--- config.mk ---
export PLATFORM = sky130hd
export DESIGN_NAME = obfc_front
export DESIGN_NICKNAME = d
export VERILOG_FILES = /design/src/rtl/obfc_pkg.sv /design/src/rtl/obfc_front.sv
export SDC_FILE = /design/constraint.sdc
export NUM_CORES = 1
export LEC_CHECK = 0
export BUFFER_PORTS_ARGS = -buffer_cell sky130_fd_sc_hd__buf_2
export CAP_MARGIN = 10
export CORE_ASPECT_RATIO = 0.6
export CORE_MARGIN = 2
export CORE_UTILIZATION = 40
export DETAILED_ROUTE_END_ITERATION = 10
export HOLD_SLACK_MARGIN = 0.05
export PLACE_DENSITY = 0.7
export SETUP_SLACK_MARGIN = 0.05
export SYNTH_ARGS = -nofsm -noshare
export SYNTH_HDL_FRONTEND = slang
export SYNTH_SLANG_ARGS = --single-unit
--- constraint.sdc ---
create_clock -name clk -period 18 [get_ports clk]
set_clock_uncertainty 0.1 [all_clocks]
set_input_delay 0.9 -clock clk [delete_from_list [all_inputs] [get_ports clk]]
set_output_delay 0.9 -clock clk [all_outputs]
set_load 0.005 [all_outputs]
--- src/rtl/obfc_pkg.sv ---
// -----------------------------------------------------------------------------
// obfc_pkg
// Shared types and codes of the oriented box frustum cull block.
// -----------------------------------------------------------------------------
package obfc_pkg;

	localparam logic [1:0] FUNC_CULL   = 2'd0;
	localparam logic [1:0] FUNC_ORIENT = 2'd1;
	localparam logic [1:0] FUNC_PLANE  = 2'd2;

	localparam logic [1:0] VERDICT_INSIDE  = 2'd0;
	localparam logic [1:0] VERDICT_CLIP    = 2'd1;
	localparam logic [1:0] VERDICT_OUTSIDE = 2'd2;

	localparam int ORIENT_WORDS = 12;

	typedef logic signed [31:0] word_t;

	typedef enum logic [1:0] {
		OP_CULL,
		OP_ORIENT,
		OP_PLANE
	} op_t;

	typedef struct packed {
		op_t         op;
		logic [3:0]  idx;
		word_t       value;
		word_t [2:0] bmin;
		word_t [2:0] bmax;
	} item_t;

endpackage

--- src/rtl/obfc_front.sv ---
// -----------------------------------------------------------------------------
// obfc_front
// Accepts items, drops the ones that do nothing and queues the rest.
// -----------------------------------------------------------------------------
module obfc_front #(
	parameter int PLANES = 4
) (
	input  logic                clk,
	input  logic                arst_n,
	input  logic                in_valid,
	output logic                in_stall,
	input  logic [1:0]          func,
	input  logic [3:0]          word_index,
	input  obfc_pkg::word_t     word_value,
	input  obfc_pkg::word_t     box_min_x,
	input  obfc_pkg::word_t     box_min_y,
	input  obfc_pkg::word_t     box_min_z,
	input  obfc_pkg::word_t     box_max_x,
	input  obfc_pkg::word_t     box_max_y,
	input  obfc_pkg::word_t     box_max_z,
	output logic                q_valid,
	output obfc_pkg::item_t     q_item,
	input  logic                q_take
);
	import obfc_pkg::*;

	item_t      mem_q [2];
	logic       wr_q;
	logic       rd_q;
	logic [1:0] cnt_q;
	logic       accept;
	logic       keep;
	item_t      item;

	assign in_stall = (cnt_q == 2'd2);
	assign accept   = in_valid && !in_stall;

	// classify: keep culls and in-range loads
	always_comb begin
		keep    = 1'b0;
		item.op = OP_CULL;
		case (func)
			FUNC_CULL: begin
				keep = 1'b1;
			end
			FUNC_ORIENT: begin
				keep    = (32'(word_index) < ORIENT_WORDS);
				item.op = OP_ORIENT;
			end
			FUNC_PLANE: begin
				keep    = (32'(word_index[3:2]) < PLANES);
				item.op = OP_PLANE;
			end
			default: begin
				keep = 1'b0;
			end
		endcase
		item.idx     = word_index;
		item.value   = word_value;
		item.bmin    = {box_min_z, box_min_y, box_min_x};
		item.bmax    = {box_max_z, box_max_y, box_max_x};
	end

	always_ff @(posedge clk) begin
		if (accept && keep) begin
			mem_q[wr_q] <= item;
		end
	end

	always_ff @(posedge clk or negedge arst_n) begin
		if (!arst_n) begin
			wr_q  <= 1'b0;
			rd_q  <= 1'b0;
			cnt_q <= 2'd0;
		end else begin
			if (accept && keep) wr_q <= !wr_q;
			if (q_take) rd_q <= !rd_q;
			cnt_q <= cnt_q + 2'(accept && keep) - 2'(q_take);
		end
	end

	assign q_valid = (cnt_q != 2'd0);
	assign q_item  = mem_q[rd_q];

`ifndef ASSERT_OFF
	a_cnt_range: assert property (@(posedge clk) disable iff (!arst_n)
		cnt_q <= 2'd2) else $error("queue count out of range");
	a_no_pop_empty: assert property (@(posedge clk) disable iff (!arst_n)
		!q_valid |-> !q_take) else $error("pop from empty queue");
	a_drop_holds: assert property (@(posedge clk) disable iff (!arst_n)
		(accept && !keep && !q_take) |=> cnt_q == $past(cnt_q))
		else $error("dropped item changed queue");
`endif

endmodule

==> results.sh <==
export IMPL_avgRoutedWirePerCell_um=19.26
export IMPL_totalNegativeSetupSlack_ns=0
export IMPL_worstHoldPathType="flip-flop to flip-flop"
export IMPL_p_switching_mw=0.8740
export IMPL_status="finished clean"
export IMPL_first_pass_iters=4
export IMPL_synth_commonest_cells="edfxtp_1 (460), mux2_4 (190), mux2_2 (40), buf_6 (11), buf_8 (10)"
export IMPL_power_frac_clock_pct=27.8
export IMPL_cts_hold_buf=1
export IMPL_final_area_sq_um=21930
export IMPL_die_w_um=275.2
export IMPL_timing_hold_ws_ns=0.3807
export IMPL_vias=8731
export IMPL_p_int_mw=2.439
export IMPL_fmaxAchievable_mhz=225.1
export IMPL_finalWeightedCongestion=0.7966
export IMPL_hpwlAfterDp_um=24460
export IMPL_p_leak_nw=8.640
export IMPL_place_area_sq_um=20480
export IMPL_ys_warn_count=0
export IMPL_synthArstFlopShare_pct=0.8621
export IMPL_critPathMostFrequentCell="buf_4"
export IMPL_setup_viol=0
export IMPL_dp_cells=1765
export IMPL_synth_edff_count=460
export IMPL_htreeDepth=2
export IMPL_start_util_pct=40.66
export IMPL_clock_latency_ns=0.54
export IMPL_ys_ff_latch=464
export IMPL_clock_sinks=464
export IMPL_slew_headroom_pct=27.56
export IMPL_cts_inserted_buffers=43
export IMPL_ir_drop_v=0.0001308
export IMPL_syn_avg_cell_area_sq_um=23.95
export IMPL_hold_violations=0
export IMPL_drive_gt1_share_pct=61.19
export IMPL_synth_most_common_cell="edfxtp_1"
export IMPL_fin_crit_sh_pct=24.68
export IMPL_rows=59
export IMPL_crit_path_top_delay_cell="buf_4"
export IMPL_cts_setup_buffers=0
export IMPL_grt_pass1_vias=8986
export IMPL_nFillCells=3567
export IMPL_grt_max_degree=75
export IMPL_via_per_inst=4.725
export IMPL_yosysTopAreaCell="edfxtp_1"
export IMPL_final_core_util_pct=50.53
export IMPL_cts_tree="yes"
export IMPL_drt_wl_total_um=35590
export IMPL_synth_nets=973
export IMPL_die_h_um=166.7
export IMPL_drt_iter0_drc=592
export IMPL_grt_ovfl_total=0
export IMPL_max_slew_worst_pin_slew_ns=1.087
export IMPL_p_sw_share_pct=26.38
export IMPL_max_stage_delay_ns=0.86
export IMPL_grt_pass1_wl_um=52400
export IMPL_route_detailed_drc=0
export IMPL_yosysSeqAreaShare_pct=78.83
export IMPL_num_io_pins=466
export IMPL_total_power_mw=3.313
export IMPL_drv_slew=0
export IMPL_worstPathRequired_ns=17.00
export IMPL_netlist_cell_type_count=17
export IMPL_die_area_sq_um=45880
export IMPL_core_area_sq_um=43410
export IMPL_syn_cell_area_sq_um=17650
export IMPL_r2r_start="cnt_q[1]$_DFF_PN0_"
export IMPL_ant_nets=0
export IMPL_end_kind="primary output"
export IMPL_grt_use_total_pct=14.86
export IMPL_start_kind="flip-flop"
export IMPL_rsz0062_at_grt="false"
export IMPL_clk_pin_slew_ns=0.06
export IMPL_powerDensity_nw_per_um2=151.0
export IMPL_critPathKind="flip-flop to primary output"
export IMPL_cts_resized=0
export IMPL_yosys_top_cells_area="edfxtp_1 (78%), mux2_4 (16%), mux2_2 (2.6%), buf_8 (0.85%), buf_6 (0.70%)"
export IMPL_portBuffers=465
export IMPL_dp_slack_ns=14.12
export IMPL_layout_setup_ws_ns=13.56
export IMPL_power_frac_comb_pct=28.4
export IMPL_period_needed_ns=4.443
export IMPL_arrival_ns=3.44
export IMPL_finalNonFillerCells=1848
export IMPL_hold_start="cnt_q[1]$_DFF_PN0_"
export IMPL_cp_max_fo=54
export IMPL_synth_top_area_share_pct=78.26
export IMPL_crit_start="rd_q$_DFFE_PN0P_"
export IMPL_cp_cell_sequence="buf_4 -> buf_4 -> mux2_4 -> buf_2"
export IMPL_areaGrowthSynthToFinish_pct=24.27
export IMPL_antenna_found_initial=6
export IMPL_synth_flop_cell="edfxtp_1"
export IMPL_seqPwrFrac_pct=43.8
export IMPL_cts_root_buf="clkbuf_16"
export IMPL_fin_nets=1468
export IMPL_postSynthCellCount=737
export IMPL_clockBufferDepth=3
export IMPL_cap_violations=0
flip-flops by register name, summed over array words and instances (netlist names):
register and flops:
mem_q 460, cnt_q 2, rd_q 1, wr_q 1
area by class of cell:
| type | count | area [sq um] | area share (%) |
|---|---|---|---|
| sequential | 464 | 13920 | 63.45 |
| multi-input combinational | 244 | 3427 | 15.62 |
| timing repair buffer | 476 | 2412 | 11.00 |
| clock buffer | 54 | 1160 | 5.288 |
| tap | 579 | 724.4 | 3.303 |
| clock inverter | 24 | 272.8 | 1.244 |
| inverter | 3 | 11.26 | 0.05134 |
| antenna | 4 | 10.01 | 0.04563 |
power by group through the flow:
stage / registers [mW] / logic [mW] / clock network, mW
after global placement: 1.47 / 0.950 / 0
after global routing: 1.47 / 1.01 / 0.994
after detailed placement: 1.48 / 0.960 / 0
after CTS: 1.45 / 0.963 / 0.949
final: 1.45 / 0.941 / 0.920
after floorplan: 1.52 / 0.660 / 0
placed cells by master, fill, tap and decap left out, types with 4 or more instances in the layout:
cell type / n
mux2_2: 40
clkbuf_1: 9
clkinv_2: 9
clkbuf_16: 45
edfxtp_1: 460
diode_2: 4
buf_2: 465
bufinv_16: 5
clkinv_1: 4
mux2_4: 190
buf_4: 10
cell families (layout without fill, tap and decap cells):
kind of cell	after synthesis	after routing	share of synthesized area [%]
compound gates	2	2	0.09218
xor+xnor	4	4	0.1985
fa+ha+maj	2	2	0.1418
buf+inv	29	557	1.843
flops	464	464	78.83
mux	230	230	18.71
other cells	0	4	0
simple gates	6	6	0.1844
routing by layer:
layer | GRT usage (%) | vias to the layer above | share of wire, %
li1 | - | 3944 | -
met1 | 18.56 | 4433 | 40
met2 | 25.02 | 273 | 50
met3 | 3.720 | 77 | 6.2
met4 | 5.523 | 4 | 3.2
met5 | 0 | - | 0.081
worst paths after layout:
kind                                           endpoint  slack, ns  cells after the start
worst min register to register       cnt_q[1]$_DFF_PN0_       0.38                      1
worst max-delay path                         q_item[32]      13.56                      4
max in group asynchronous              rd_q$_DFFE_PN0P_      16.99                      2
min in group asynchronous            cnt_q[0]$_DFF_PN0_       0.67                      2
worst max register to register  mem_q[0][166]$_DFFE_PP_      15.07                      4
worst min-delay path                 cnt_q[1]$_DFF_PN0_       0.38                      1
worst max-delay path: cells and delay by family (launching register included):
family                 cells  cell delay (ns)
buffers and inverters      3             1.75
DFF                        1             0.62
muxes                      1             0.36
No activity file was read; power rests on OpenSTA's default activity.
